### config.mk
export PLATFORM = sky130hd
export DESIGN_NAME = arm_elf_relocation_patcher
export DESIGN_NICKNAME = d
export VERILOG_FILES = /design/src/design/aerp_pkg.sv /design/src/design/arm_elf_relocation_patcher.sv /design/src/design/aerp_front.sv /design/src/design/aerp_queue.sv /design/src/design/aerp_back.sv
export SDC_FILE = /design/constraint.sdc
export NUM_CORES = 1
export LEC_CHECK = 0
export BUFFER_PORTS_ARGS = -buffer_cell sky130_fd_sc_hd__buf_2
export CELL_PAD_IN_SITES_DETAIL_PLACEMENT = 1
export CELL_PAD_IN_SITES_GLOBAL_PLACEMENT = 1
export CORE_AREA = 3 3 285 287
export CTS_CLUSTER_SIZE = 25
export DETAILED_ROUTE_END_ITERATION = 10
export DIE_AREA = 0 0 288 290
export GPL_TIMING_DRIVEN = 0
export PLACE_DENSITY = 0.52
export SLEW_MARGIN = 20
export SYNTH_ARGS = -nofsm -noshare
export SYNTH_HDL_FRONTEND = slang
export SYNTH_SLANG_ARGS = --single-unit
### constraint.sdc
create_clock -name i_clk -period 24.8 [get_ports i_clk]
set_input_delay 4.96 -clock i_clk [delete_from_list [all_inputs] [get_ports i_clk]]
set_output_delay 4.96 -clock i_clk [all_outputs]
set_load 0.1 [all_outputs]
### src/design/aerp_pkg.sv
// Types and constants of the ARM ELF relocation patcher.
`default_nettype none

package aerp_pkg;

    typedef enum logic [4:0] {
        A_NONE       = 5'd0,
        A_PREL31     = 5'd1,
        A_PC24       = 5'd2,
        A_CALL       = 5'd3,
        A_JUMP24     = 5'd4,
        A_V4BX       = 5'd5,
        A_MOVT       = 5'd6,
        A_MOVW       = 5'd7,
        A_REL32      = 5'd8,
        A_ABS32      = 5'd9,
        A_GLOB_DAT   = 5'd10,
        A_THM_MOVT   = 5'd11,
        A_THM_MOVW   = 5'd12,
        A_THM_JUMP24 = 5'd13,
        A_THM_CALL   = 5'd14,
        A_THM_JUMP19 = 5'd15,
        A_THM_ABS5   = 5'd16,
        A_THM_JUMP6  = 5'd17,
        A_THM_JUMP11 = 5'd18,
        A_THM_JUMP8  = 5'd19
    } t_aerp_action;

    typedef enum logic [1:0] {
        ST_OK        = 2'd0,
        ST_OVERFLOW  = 2'd1,
        ST_INTERWORK = 2'd2,
        ST_UNKNOWN   = 2'd3
    } t_aerp_status;

    // ARM BLX / BL opcode tops
    localparam logic [7:0] BLX_TOP    = 8'hfa;
    localparam logic [6:0] BLX_MASKED = 7'h7d;
    localparam logic [7:0] BL_AL_TOP  = 8'heb;
    // Thumb B<cond> with cond bits all set is not a conditional branch
    localparam logic [2:0] T2_COND_AL = 3'b111;

    typedef struct packed {
        t_aerp_action action;
        logic [31:0]  word;
        logic [31:0]  sum;     // S + A
        logic [31:0]  place;
        logic         thumb;
        t_aerp_status status;  // early status from decode
    } t_aerp_entry;

    typedef struct packed {
        logic        valid;
        t_aerp_entry entry;
    } t_aerp_qport;

endpackage

`default_nettype wire

### src/design/arm_elf_relocation_patcher.sv
// Top level of the ARM ELF REL relocation patcher.
// Usage:
//   Input side is a queue: drive action, place_word, symbol_value and
//   place_address with push; a request is taken at a clock edge where push
//   is high and full is low.
//   Output side is a queue: while empty is low, patched_word and status show
//   the oldest result; pulse pop to take it.
//   A request taken passes through the decode queue, then the output register, which shows its result.
//   Throughput: one request per cycle while full is low, set by the single add in the front
//   end and the single subtract and repack in the back end.
//   The decode queue holds P_QDEPTH requests; with the output register the
//   block holds P_QDEPTH + 1 before full rises.
//   When the receiver stalls, the result holds and the queue fills; full
//   rises once it is full and drops the cycle after the next pop.
//   Reset (synchronous, active low) empties the queue and output register;
//   no other state exists, so requests may follow right after reset.
`default_nettype none

module arm_elf_relocation_patcher
    import aerp_pkg::*;
#(
    parameter int P_QDEPTH = 4
) (
    input  wire logic        i_clk,
    input  wire logic        i_rst_n,
    input  wire logic        push,
    output logic             full,
    input  wire logic [4:0]  i_action,
    input  wire logic [31:0] i_place_word,
    input  wire logic [31:0] i_symbol_value,
    input  wire logic [31:0] i_place_address,
    output logic             empty,
    input  wire logic        pop,
    output logic [31:0]      o_patched_word,
    output logic [1:0]       o_status
);

    t_aerp_qport q_wr;
    t_aerp_qport q_rd;
    logic        q_full;
    logic        q_take;

    aerp_front u_front (
        .i_push          (push),
        .i_q_full        (q_full),
        .i_action        (i_action),
        .i_place_word    (i_place_word),
        .i_symbol_value  (i_symbol_value),
        .i_place_address (i_place_address),
        .o_wr            (q_wr)
    );

    aerp_queue #(
        .P_DEPTH (P_QDEPTH)
    ) u_queue (
        .i_clk   (i_clk),
        .i_rst_n (i_rst_n),
        .i_wr    (q_wr),
        .o_full  (q_full),
        .o_rd    (q_rd),
        .i_take  (q_take)
    );

    aerp_back u_back (
        .i_clk          (i_clk),
        .i_rst_n        (i_rst_n),
        .i_rd           (q_rd),
        .o_take         (q_take),
        .i_pop          (pop),
        .o_empty        (empty),
        .o_patched_word (o_patched_word),
        .o_status       (o_status)
    );

    assign full = q_full;

endmodule

`default_nettype wire

### src/design/aerp_front.sv
// Front end: decodes the relocation, extracts the addend and forms S + A.
`default_nettype none

module aerp_front
    import aerp_pkg::*;
(
    input  wire logic        i_push,
    input  wire logic        i_q_full,
    input  wire logic [4:0]  i_action,
    input  wire logic [31:0] i_place_word,
    input  wire logic [31:0] i_symbol_value,
    input  wire logic [31:0] i_place_address,
    output t_aerp_qport      o_wr
);

    t_aerp_action act;
    logic [31:0]  w;
    logic [31:0]  addend;
    logic         thumb;
    logic         sg;
    logic         j1;
    logic         j2;
    t_aerp_status early;

    assign act   = t_aerp_action'(i_action);
    assign w     = i_place_word;
    assign thumb = i_symbol_value[0];
    assign sg    = w[10];
    assign j1    = ~(w[29] ^ sg);
    assign j2    = ~(w[27] ^ sg);

    always_comb begin
        unique case (act)
            A_PREL31:
                addend = {w[30], w[30:0]};
            A_PC24, A_CALL, A_JUMP24:
                addend = {{6{w[23]}}, w[23:0], 2'b00};
            A_MOVT, A_MOVW:
                addend = {{16{w[19]}}, w[19:16], w[11:0]};
            A_REL32, A_ABS32, A_GLOB_DAT:
                addend = w;
            A_THM_MOVT, A_THM_MOVW:
                addend = {{16{w[3]}}, w[3:0], w[10], w[30:28], w[23:16]};
            A_THM_JUMP24, A_THM_CALL:
                addend = {{7{sg}}, sg, j1, j2, w[9:0], w[26:16], 1'b0};
            A_THM_JUMP19:
                addend = {{11{sg}}, sg, w[27], w[29], w[5:0], w[26:16], 1'b0};
            A_THM_ABS5:
                addend = {25'd0, w[10:6], 2'b00};
            A_THM_JUMP6:
                addend = {25'd0, w[9], w[7:3], 1'b0};
            A_THM_JUMP11:
                addend = {{20{w[10]}}, w[10:0], 1'b0};
            A_THM_JUMP8:
                addend = {{23{w[7]}}, w[7:0], 1'b0};
            default:
                addend = '0;
        endcase
    end

    // Interworking and encoding errors known before any arithmetic
    always_comb begin
        unique case (act)
            A_PC24, A_CALL, A_JUMP24:
                early = (thumb && (w[31:25] != BLX_MASKED) && (w[31:24] != BL_AL_TOP))
                        ? ST_INTERWORK : ST_OK;
            A_THM_JUMP24:
                early = thumb ? ST_OK : ST_INTERWORK;
            A_THM_JUMP19:
                early = !thumb ? ST_INTERWORK :
                        (w[9:7] == T2_COND_AL) ? ST_UNKNOWN : ST_OK;
            A_NONE, A_PREL31, A_V4BX, A_MOVT, A_MOVW, A_REL32, A_ABS32, A_GLOB_DAT,
            A_THM_MOVT, A_THM_MOVW, A_THM_CALL, A_THM_ABS5, A_THM_JUMP6,
            A_THM_JUMP11, A_THM_JUMP8:
                early = ST_OK;
            default:
                early = ST_UNKNOWN;
        endcase
    end

    always_comb begin
        o_wr.valid        = i_push && !i_q_full;
        o_wr.entry.action = act;
        o_wr.entry.word   = w;
        o_wr.entry.sum    = i_symbol_value + addend;
        o_wr.entry.place  = i_place_address;
        o_wr.entry.thumb  = thumb;
        o_wr.entry.status = early;
    end

endmodule

`default_nettype wire

### src/design/aerp_queue.sv
// Short queue of decoded relocations between front and back end.
`default_nettype none

module aerp_queue
    import aerp_pkg::*;
#(
    parameter int P_DEPTH = 4
) (
    input  wire logic        i_clk,
    input  wire logic        i_rst_n,
    input  wire t_aerp_qport i_wr,
    output logic             o_full,
    output t_aerp_qport      o_rd,
    input  wire logic        i_take
);

    localparam int PW = $clog2(P_DEPTH);
    localparam int CW = $clog2(P_DEPTH + 1);

    t_aerp_entry    r_slot [P_DEPTH];
    logic [PW-1:0]  r_wptr;
    logic [PW-1:0]  n_wptr;
    logic [PW-1:0]  r_rptr;
    logic [PW-1:0]  n_rptr;
    logic [CW-1:0]  r_count;
    logic [CW-1:0]  n_count;
    logic           do_wr;
    logic           do_rd;

    assign o_full     = (r_count == CW'(P_DEPTH));
    assign o_rd.valid = (r_count != '0);
    assign o_rd.entry = r_slot[r_rptr];
    assign do_wr      = i_wr.valid && !o_full;
    assign do_rd      = i_take && o_rd.valid;

    always_comb begin
        n_wptr  = r_wptr;
        n_rptr  = r_rptr;
        n_count = r_count;
        if (do_wr) begin
            n_wptr = (r_wptr == PW'(P_DEPTH - 1)) ? '0 : r_wptr + 1'b1;
        end
        if (do_rd) begin
            n_rptr = (r_rptr == PW'(P_DEPTH - 1)) ? '0 : r_rptr + 1'b1;
        end
        if (do_wr && !do_rd) begin
            n_count = r_count + 1'b1;
        end else if (do_rd && !do_wr) begin
            n_count = r_count - 1'b1;
        end
    end

    always_ff @(posedge i_clk) begin
        if (!i_rst_n) begin
            r_wptr  <= '0;
            r_rptr  <= '0;
            r_count <= '0;
        end else begin
            r_wptr  <= n_wptr;
            r_rptr  <= n_rptr;
            r_count <= n_count;
        end
    end

    always_ff @(posedge i_clk) begin
        if (do_wr) begin
            r_slot[r_wptr] <= i_wr.entry;
        end
    end

endmodule

`default_nettype wire

### src/design/aerp_back.sv
// Back end: subtracts P for PC-relative types, checks range, repacks the fields and holds the result.
`default_nettype none

module aerp_back
    import aerp_pkg::*;
(
    input  wire logic        i_clk,
    input  wire logic        i_rst_n,
    input  wire t_aerp_qport i_rd,
    output logic             o_take,
    input  wire logic        i_pop,
    output logic             o_empty,
    output logic [31:0]      o_patched_word,
    output logic [1:0]       o_status
);

    t_aerp_entry  e;
    logic [31:0]  w;
    logic [15:0]  up;
    logic [15:0]  lo;
    logic [15:0]  lo_call;
    logic [15:0]  half;
    logic         use_t;
    logic         use_p;
    logic [31:0]  y;
    logic [31:0]  x;
    logic [7:0]   ins_top;
    logic [31:0]  packed_word;
    t_aerp_status st;
    logic         r_valid;
    logic         n_valid;
    logic [31:0]  r_word;
    logic [31:0]  n_word;
    t_aerp_status r_status;
    t_aerp_status n_status;

    assign e  = i_rd.entry;
    assign w  = e.word;
    assign up = w[15:0];
    assign lo = w[31:16];

    always_comb begin
        use_t = (e.action == A_PREL31) || (e.action == A_REL32) ||
                (e.action == A_ABS32) || (e.action == A_GLOB_DAT);
        use_p = (e.action == A_PREL31) || (e.action == A_PC24) || (e.action == A_CALL) ||
                (e.action == A_JUMP24) || (e.action == A_REL32) ||
                (e.action == A_THM_JUMP24) || (e.action == A_THM_CALL) ||
                (e.action == A_THM_JUMP19) || (e.action == A_THM_JUMP6) ||
                (e.action == A_THM_JUMP11) || (e.action == A_THM_JUMP8);
        y = use_t ? {e.sum[31:1], e.sum[0] | e.thumb} : e.sum;
        x = use_p ? y - e.place : y;
    end

    // Thumb BL to an ARM target becomes BLX: clear bit 12 of the second halfword
    assign lo_call = (e.action == A_THM_CALL && !e.thumb) ? {lo[15:13], 1'b0, lo[11:0]} : lo;
    // ARM BL with Thumb target becomes BLX
    assign ins_top = (e.thumb && (w[31:25] != BLX_MASKED)) ? BLX_TOP : w[31:24];
    assign half    = (e.action == A_THM_MOVT || e.action == A_MOVT) ? x[31:16] : x[15:0];

    always_comb begin
        st          = e.status;
        packed_word = w;
        unique case (e.action)
            A_PREL31: begin
                if (x[31] != x[30]) st = ST_OVERFLOW;
                packed_word = {w[31], x[30:0]};
            end
            A_PC24, A_CALL, A_JUMP24:
                packed_word = {ins_top, x[25:2]};
            A_MOVT, A_MOVW:
                packed_word = {w[31:20], half[15:12], w[15:12], half[11:0]};
            A_REL32, A_ABS32, A_GLOB_DAT:
                packed_word = x;
            A_THM_MOVT, A_THM_MOVW:
                packed_word = {lo[15], half[10:8], lo[11:8], half[7:0],
                               up[15:11], half[11], up[9:4], half[15:12]};
            A_THM_JUMP24, A_THM_CALL: begin
                if (x[31:24] != {8{x[24]}}) st = ST_OVERFLOW;
                packed_word = {lo_call[15:14], x[24] ^ ~x[23], lo_call[12],
                               x[24] ^ ~x[22], x[11:1],
                               up[15:11], x[24], x[21:12]};
            end
            A_THM_JUMP19: begin
                if (x[31:20] != {12{x[20]}}) st = ST_OVERFLOW;
                packed_word = {lo[15:14], x[18], lo[12], x[19], x[11:1],
                               up[15:11], x[20], up[9:6], x[17:12]};
            end
            A_THM_ABS5: begin
                if (x[31:7] != '0) st = ST_OVERFLOW;
                packed_word = {w[31:11], x[6:2], w[5:0]};
            end
            A_THM_JUMP6: begin
                if (x[31:7] != '0) st = ST_OVERFLOW;
                packed_word = {w[31:10], x[6], w[8], x[5:1], w[2:0]};
            end
            A_THM_JUMP11: begin
                if (x[31:11] != {21{x[11]}}) st = ST_OVERFLOW;
                packed_word = {w[31:11], x[11:1]};
            end
            A_THM_JUMP8: begin
                if (x[31:8] != {24{x[8]}}) st = ST_OVERFLOW;
                packed_word = {w[31:8], x[8:1]};
            end
            default:
                packed_word = w;
        endcase
        // early errors take priority over a range check
        if (e.status != ST_OK) st = e.status;
    end

    assign o_take = i_rd.valid && (!r_valid || i_pop);

    always_comb begin
        n_valid  = r_valid;
        n_word   = r_word;
        n_status = r_status;
        if (o_take) begin
            n_valid  = 1'b1;
            n_word   = (st == ST_OK) ? packed_word : w;
            n_status = st;
        end else if (i_pop) begin
            n_valid = 1'b0;
        end
    end

    always_ff @(posedge i_clk) begin
        if (!i_rst_n) begin
            r_valid <= 1'b0;
        end else begin
            r_valid <= n_valid;
        end
    end

    always_ff @(posedge i_clk) begin
        r_word   <= n_word;
        r_status <= n_status;
    end

    assign o_empty        = !r_valid;
    assign o_patched_word = r_word;
    assign o_status       = r_status;

endmodule

`default_nettype wire

=== Word level (Yosys, flattened, before mapping) ===
Memory sizes are Yosys's and may differ from the RTL's. A register that Yosys moved wholly into a read port is not among the register bits.
Cells that the tools add are included.

* Register bits: 42
* RAM bits: 416
* Input bits: 105
* Output and inout bits: 36
* Logic and storage cells: 151
* Memories kept: 1

* Add/sub/neg operators: 6
* Eq/ne operators: 49
* Mux-type cells: 31
* Bitwise gates (word level): 9
* Reductions and logical operators: 49

{| class="wikitable"
|+ Memories
! name !! depth !! bits a word !! rd ports !! clocked after Yosys merged registers in !! wr ports !! line !! text
|-
| u_queue.r_slot || 4 || 104 || 1 || 1 || 1 || aerp_queue.sv:20 || <nowiki>t_aerp_entry r_slot [P_DEPTH];</nowiki>
|}

{| class="wikitable"
|+ Operators with widths
! operator !! count
|-
| $pmux W32 S11 || 2
|-
| $eq A5 B4 Y1 const B || 16
|-
| $mux W32 || 2
|-
| $eq A5 B5 Y1 const B || 8
|-
| $eq A5 B3 Y1 const B || 7
|-
| $add A32 B32 Y32 || 1
|-
| $sub A32 B32 Y32 || 1
|-
| $mux W2 || 15
|-
| $reduce_bool A25 Y1 || 1
|-
| $ne A23 B23 Y1 || 1
|-
| $eq A5 B2 Y1 const B || 4
|-
| $ne A20 B20 Y1 || 1
|-
| $mux W16 || 1
|-
| $logic_or A1 B1 Y1 || 15
|-
| $reduce_or A15 Y1 || 1
|-
| $ne A7 B7 Y1 const B || 2
|-
| $reduce_or A2 Y1 || 7
|-
| $mux W13 || 1
|-
| $pmux W2 S6 || 1
|-
| $reduce_or A3 Y1 || 4
|-
| $ne A11 B11 Y1 || 1
|-
| $eq A5 B1 Y1 const B || 2
|-
| $logic_and A1 B1 Y1 || 10
|-
| $mux W8 || 1
|-
| other kinds (19) || 39
|}

=== Depth between registers and ports, before layout ===
* Word-level depth: 18
* Mapped depth: 28

=== Modules after synthesis ===
From an unflattened synthesis, not the netlist that was laid out.

* Cells, all modules: 1,979
* Area total of the unflattened synthesis: 25,139.1 um^2

{| class="wikitable"
|+ Modules (own cells, without submodules)
! module !! times used !! cells an instance !! area each (um^2)
|-
| aerp_queue || 1 || 595 || 15,499.9
|-
| aerp_back || 1 || 906 || 6,284.8
|-
| aerp_front || 1 || 478 || 3,354.5
|}

=== Least setup slack after synthesis ===
OpenSTA, ideal clock, no wires.

* Kind: input-to-reg
* Start point: in i_action[0]
* End point: mem u_queue.r_slot[0][65] (netlist bit), data pin
* Library setup time: 180 ps
* Arrival: 9,164 ps
* Required time: 24,620 ps
* Slack: 15,455 ps
* Stages: 22
* Path buffers: 2
* Path through: clkbuf_1 -> nand2b_1 -> a211oi_1 -> or2_2 -> clkbuf_1 -> a22o_1 -> ha_1 -> inv_1 -> fa_1 -> nor2b_1 -> o21ai_0 -> a21boi_0 -> o21a_1 -> o211ai_1 -> a31oi_1 -> a211oi_1 -> o21ai_0 -> nand2_1 -> a21oi_1 -> a21oi_1 -> o21ai_0 -> xor2_1

{| class="wikitable"
|+ RTL lines
! what !! line !! text
|-
| from (decl) || arm_elf_relocation_patcher.sv:28 || <nowiki>input wire logic [4:0] i_action,</nowiki>
|-
| to (decl) || aerp_queue.sv:20 ||
|}

==> run summary <==
Synth Flop Type: edfxtp_1
die span in x: 288 um
Synth area leader: edfxtp_1
Pre-antenna DRT Iters: 9
ys async rst share: 0%
Die Area: 0.0835 mm2
post-synth top area share: 57.4%
post-route ant nets: 0
number of global-route vias before repair: 17.1k
PortBufs: 140
slew margin rel.: 22.7%
Startpoint Class: flip-flop
Fill cells: 8,420
first-pass GRT wire length: 117,000 um
Final Skew: 0.0106 ns
TritonCTS Sinks: 460
detailed-route DRC error count: 0
CTS Buf Count: 51
post-cts sizing count: 0
RSZ-0062 raised after global routing: no
Worst path max stage delay: 0.99 ns
Crit. End Element: flip-flop
Synth cell types: 85
register area share after synthesis: 58.3%
FMAX: 0.0800 GHz
synthesized area: 0.0235 mm2
Least-Margin Pin Slew: 1.15 ns
largest net degree at the start of global routing: 33
Pins Over Slew Limit: 0
Syn Area/Cell: 13.7 um2
most area-consuming cells after synthesis: edfxtp_1, mux4_2, ha_1
GPL Wtd Cong: 0.896
WL/cell: 26.7 um
syn_nets: 1,891
Die Height: 290 um
post-layout min period: 12.49 ns
Hold-fix buffers, CTS: 0
most numerous cell in the Yosys netlist: edfxtp_1
CTS clk-pin slew, worst paths: 0.06 ns
Boundary Pins: 141
number of synthesized flops with an enable pin: 450
met1 wire length: 35,700 um
maximum clock insertion buffer count: 3
Ys Warns: 0
All-Layer GR Usage: 19.0%
met2 WL: 38,300 um
met3 WL post-DR: 4040 um
HP Start: u_queue.r_count[2]$_SDFFE_PN0P_
P&R area growth vs syn: 17.2%
CP max stage cell: a211oi_1
Worst path top cell family by delay: buffers and inverters
fraction of layout cells with a size suffix above 1: 19.7%
Final Cycle Share: 50.4%
Hold/Removal Path Class: reg -> reg
Max FO, Critical Path: 10
clk_lat worst skew: 0.61 ns
Post-CTS Setup Inserts: 0
max-cap viol count: 0
Vias: 16.2k
Max H-tree Level: 2
Critical Path, Cell by Cell: clkbuf_1 -> buf_1 -> buf_1 -> buf_1 -> clkbuf_1 -> buf_1 -> clkbuf_1 -> clkbuf_1 -> mux4_2 -> ha_1 -> fa_1 -> nand2b_1 -> a21oi_1 -> o21ai_1 -> a211oi_1 -> a21oi_1 -> xnor2_1 -> mux2_2 -> or3_1 -> or4_4 -> a2111oi_4 -> o211ai_2 -> nor4_1 -> o2bb2ai_1
Seq cells post-synth: 460
CP arrival: 12.76 ns
top sig layer: met4
Synth top cells by count: edfxtp_1, nand2_1, a21oi_1
R2R cell count: 24
vias per cell: 5.39
nets@finish: 2,097
Setup TNS Final: 0 ns
GRT Residual Overflow: 0
FP Rows: 103
critical path class: reg -> reg
clk root buf: clkbuf_16
Synth Instances: 1,714
status: completed
CORE AREA: 0.0789 mm2
DRT iter0 DRCs: 1,562
worst path bufs/invs: 8
CTS tree: built
initial antenna violation count: 4
hold path depth: 2
Detailed Route WL: 80,400 um
HPWL Detailed: 60,600 um
critical path required time: 25.07 ns
Initial Utilization: 29.8%
Final Setup Violations: 0
Levels on crit path: 24
Hold Fails Final Rpt: 0
## through the flow
| stage | utilization (%) | cell area (um2) | instances | setup slack [ns] | hold WS, ns |
|---|---|---|---|---|---|
| 6_report | 35.0 | 27600 | 3014 | 12.31 | 0.545 |
| 5_1_grt | 35.0 | 27600 | 3013 | 11.69 | 0.610 |
| 4_1_cts | 34.9 | 27600 | 3012 | 12.15 | 0.559 |
| 3_5_place_dp | 32.8 | 25800 | 2917 | 12.20 | 0.552 |
| 2_1_floorplan | - | 23500 | 1714 | 15.46 | 0.472 |
| 3_3_place_gp | 32.4 | 25500 | 2904 | 12.36 | 0.500 |
## registers in the layout, indices dropped and copies added, names as in the netlist, named ones only
| name | flops |
|---|---|
| u_queue.r_slot | 416 |
| u_back.o_patched_word | 32 |
| u_queue.r_count | 3 |
| u_back.o_status | 2 |
| u_queue.r_rptr | 2 |
| u_queue.r_wptr | 2 |
| u_back.r_valid | 1 |
## final timing paths
| check | end | slack, ns |
|---|---|---|
| setup / recovery | u_back.o_patched_word[13]$_DFFE_PP_ | 12.31 |
| hold / removal | u_queue.r_count[2]$_SDFFE_PN0P_ | 0.55 |
| setup reg to reg | u_back.o_patched_word[13]$_DFFE_PP_ | 12.31 |
| hold reg to reg | u_queue.r_count[2]$_SDFFE_PN0P_ | 0.55 |
## layout by cell type (no fill, tap or decap), drive strengths merged, types with 28 or more instances in the layout
cell type / instances
mux4: 104
mux2: 31
ha: 69
nand3: 32
a21o: 28
o21ai: 80
buf: 180
a21oi: 110
inv: 69
nor2: 95
a22oi: 29
nor3: 32
edfxtp: 450
clkbuf: 105
nand2: 121
xnor2: 38
## layer usage
layer	GRT usage [%]	vias to the layer above
li1	-	7279
met1	26.0	8356
met2	31.0	479
met3	2.95	121
met4	5.76	0
met5	0	-
## worst register-to-register path: cells and delay by family, from the launching register on
| family | cells | cell delay, ns |
|---|---|---|
| AOI/OAI and AO/OA | 7 | 2.70 |
| xor gates and xnor gates | 1 | 0.23 |
| adders and majority gates | 2 | 0.71 |
| buffers and inverters | 8 | 5.08 |
| DFF | 1 | 0.51 |
| muxes | 2 | 0.88 |
| and+or+nand+nor | 4 | 2.05 |
## cells by family (layout without fill, tap and decap cells)
kind of cell,count (synthesis),in the layout,share of synthesized area (%)
AND/OR/NAND/NOR,398,398,8.32
other,0,2,0
flip-flops,460,460,58.3
multiplexers,162,162,12.6
AO/OA/AOI/OAI,424,424,12.4
XOR/XNOR,59,59,2.20
buffers and inverters,139,387,2.35
adder cells (fa/ha/maj),72,72,3.92
## final cells by class
cell class / count / area (um2) / share of cell area [%]
multi-input combinational: 1115 / 9290 / 33.7
clock buffer: 59 / 1330 / 4.81
sequential: 460 / 13700 / 49.7
buffer: 73 / 307 / 1.11
clock inverter: 36 / 400 / 1.45
tap: 1050 / 1310 / 4.76
inverter: 66 / 248 / 0.898
antenna: 2 / 5.00 / 0.0181
timing repair buffer: 153 / 968 / 3.51
Power is not shown: default switching activity piles up to over one toggle a cycle in this logic, so the estimate is an artifact.
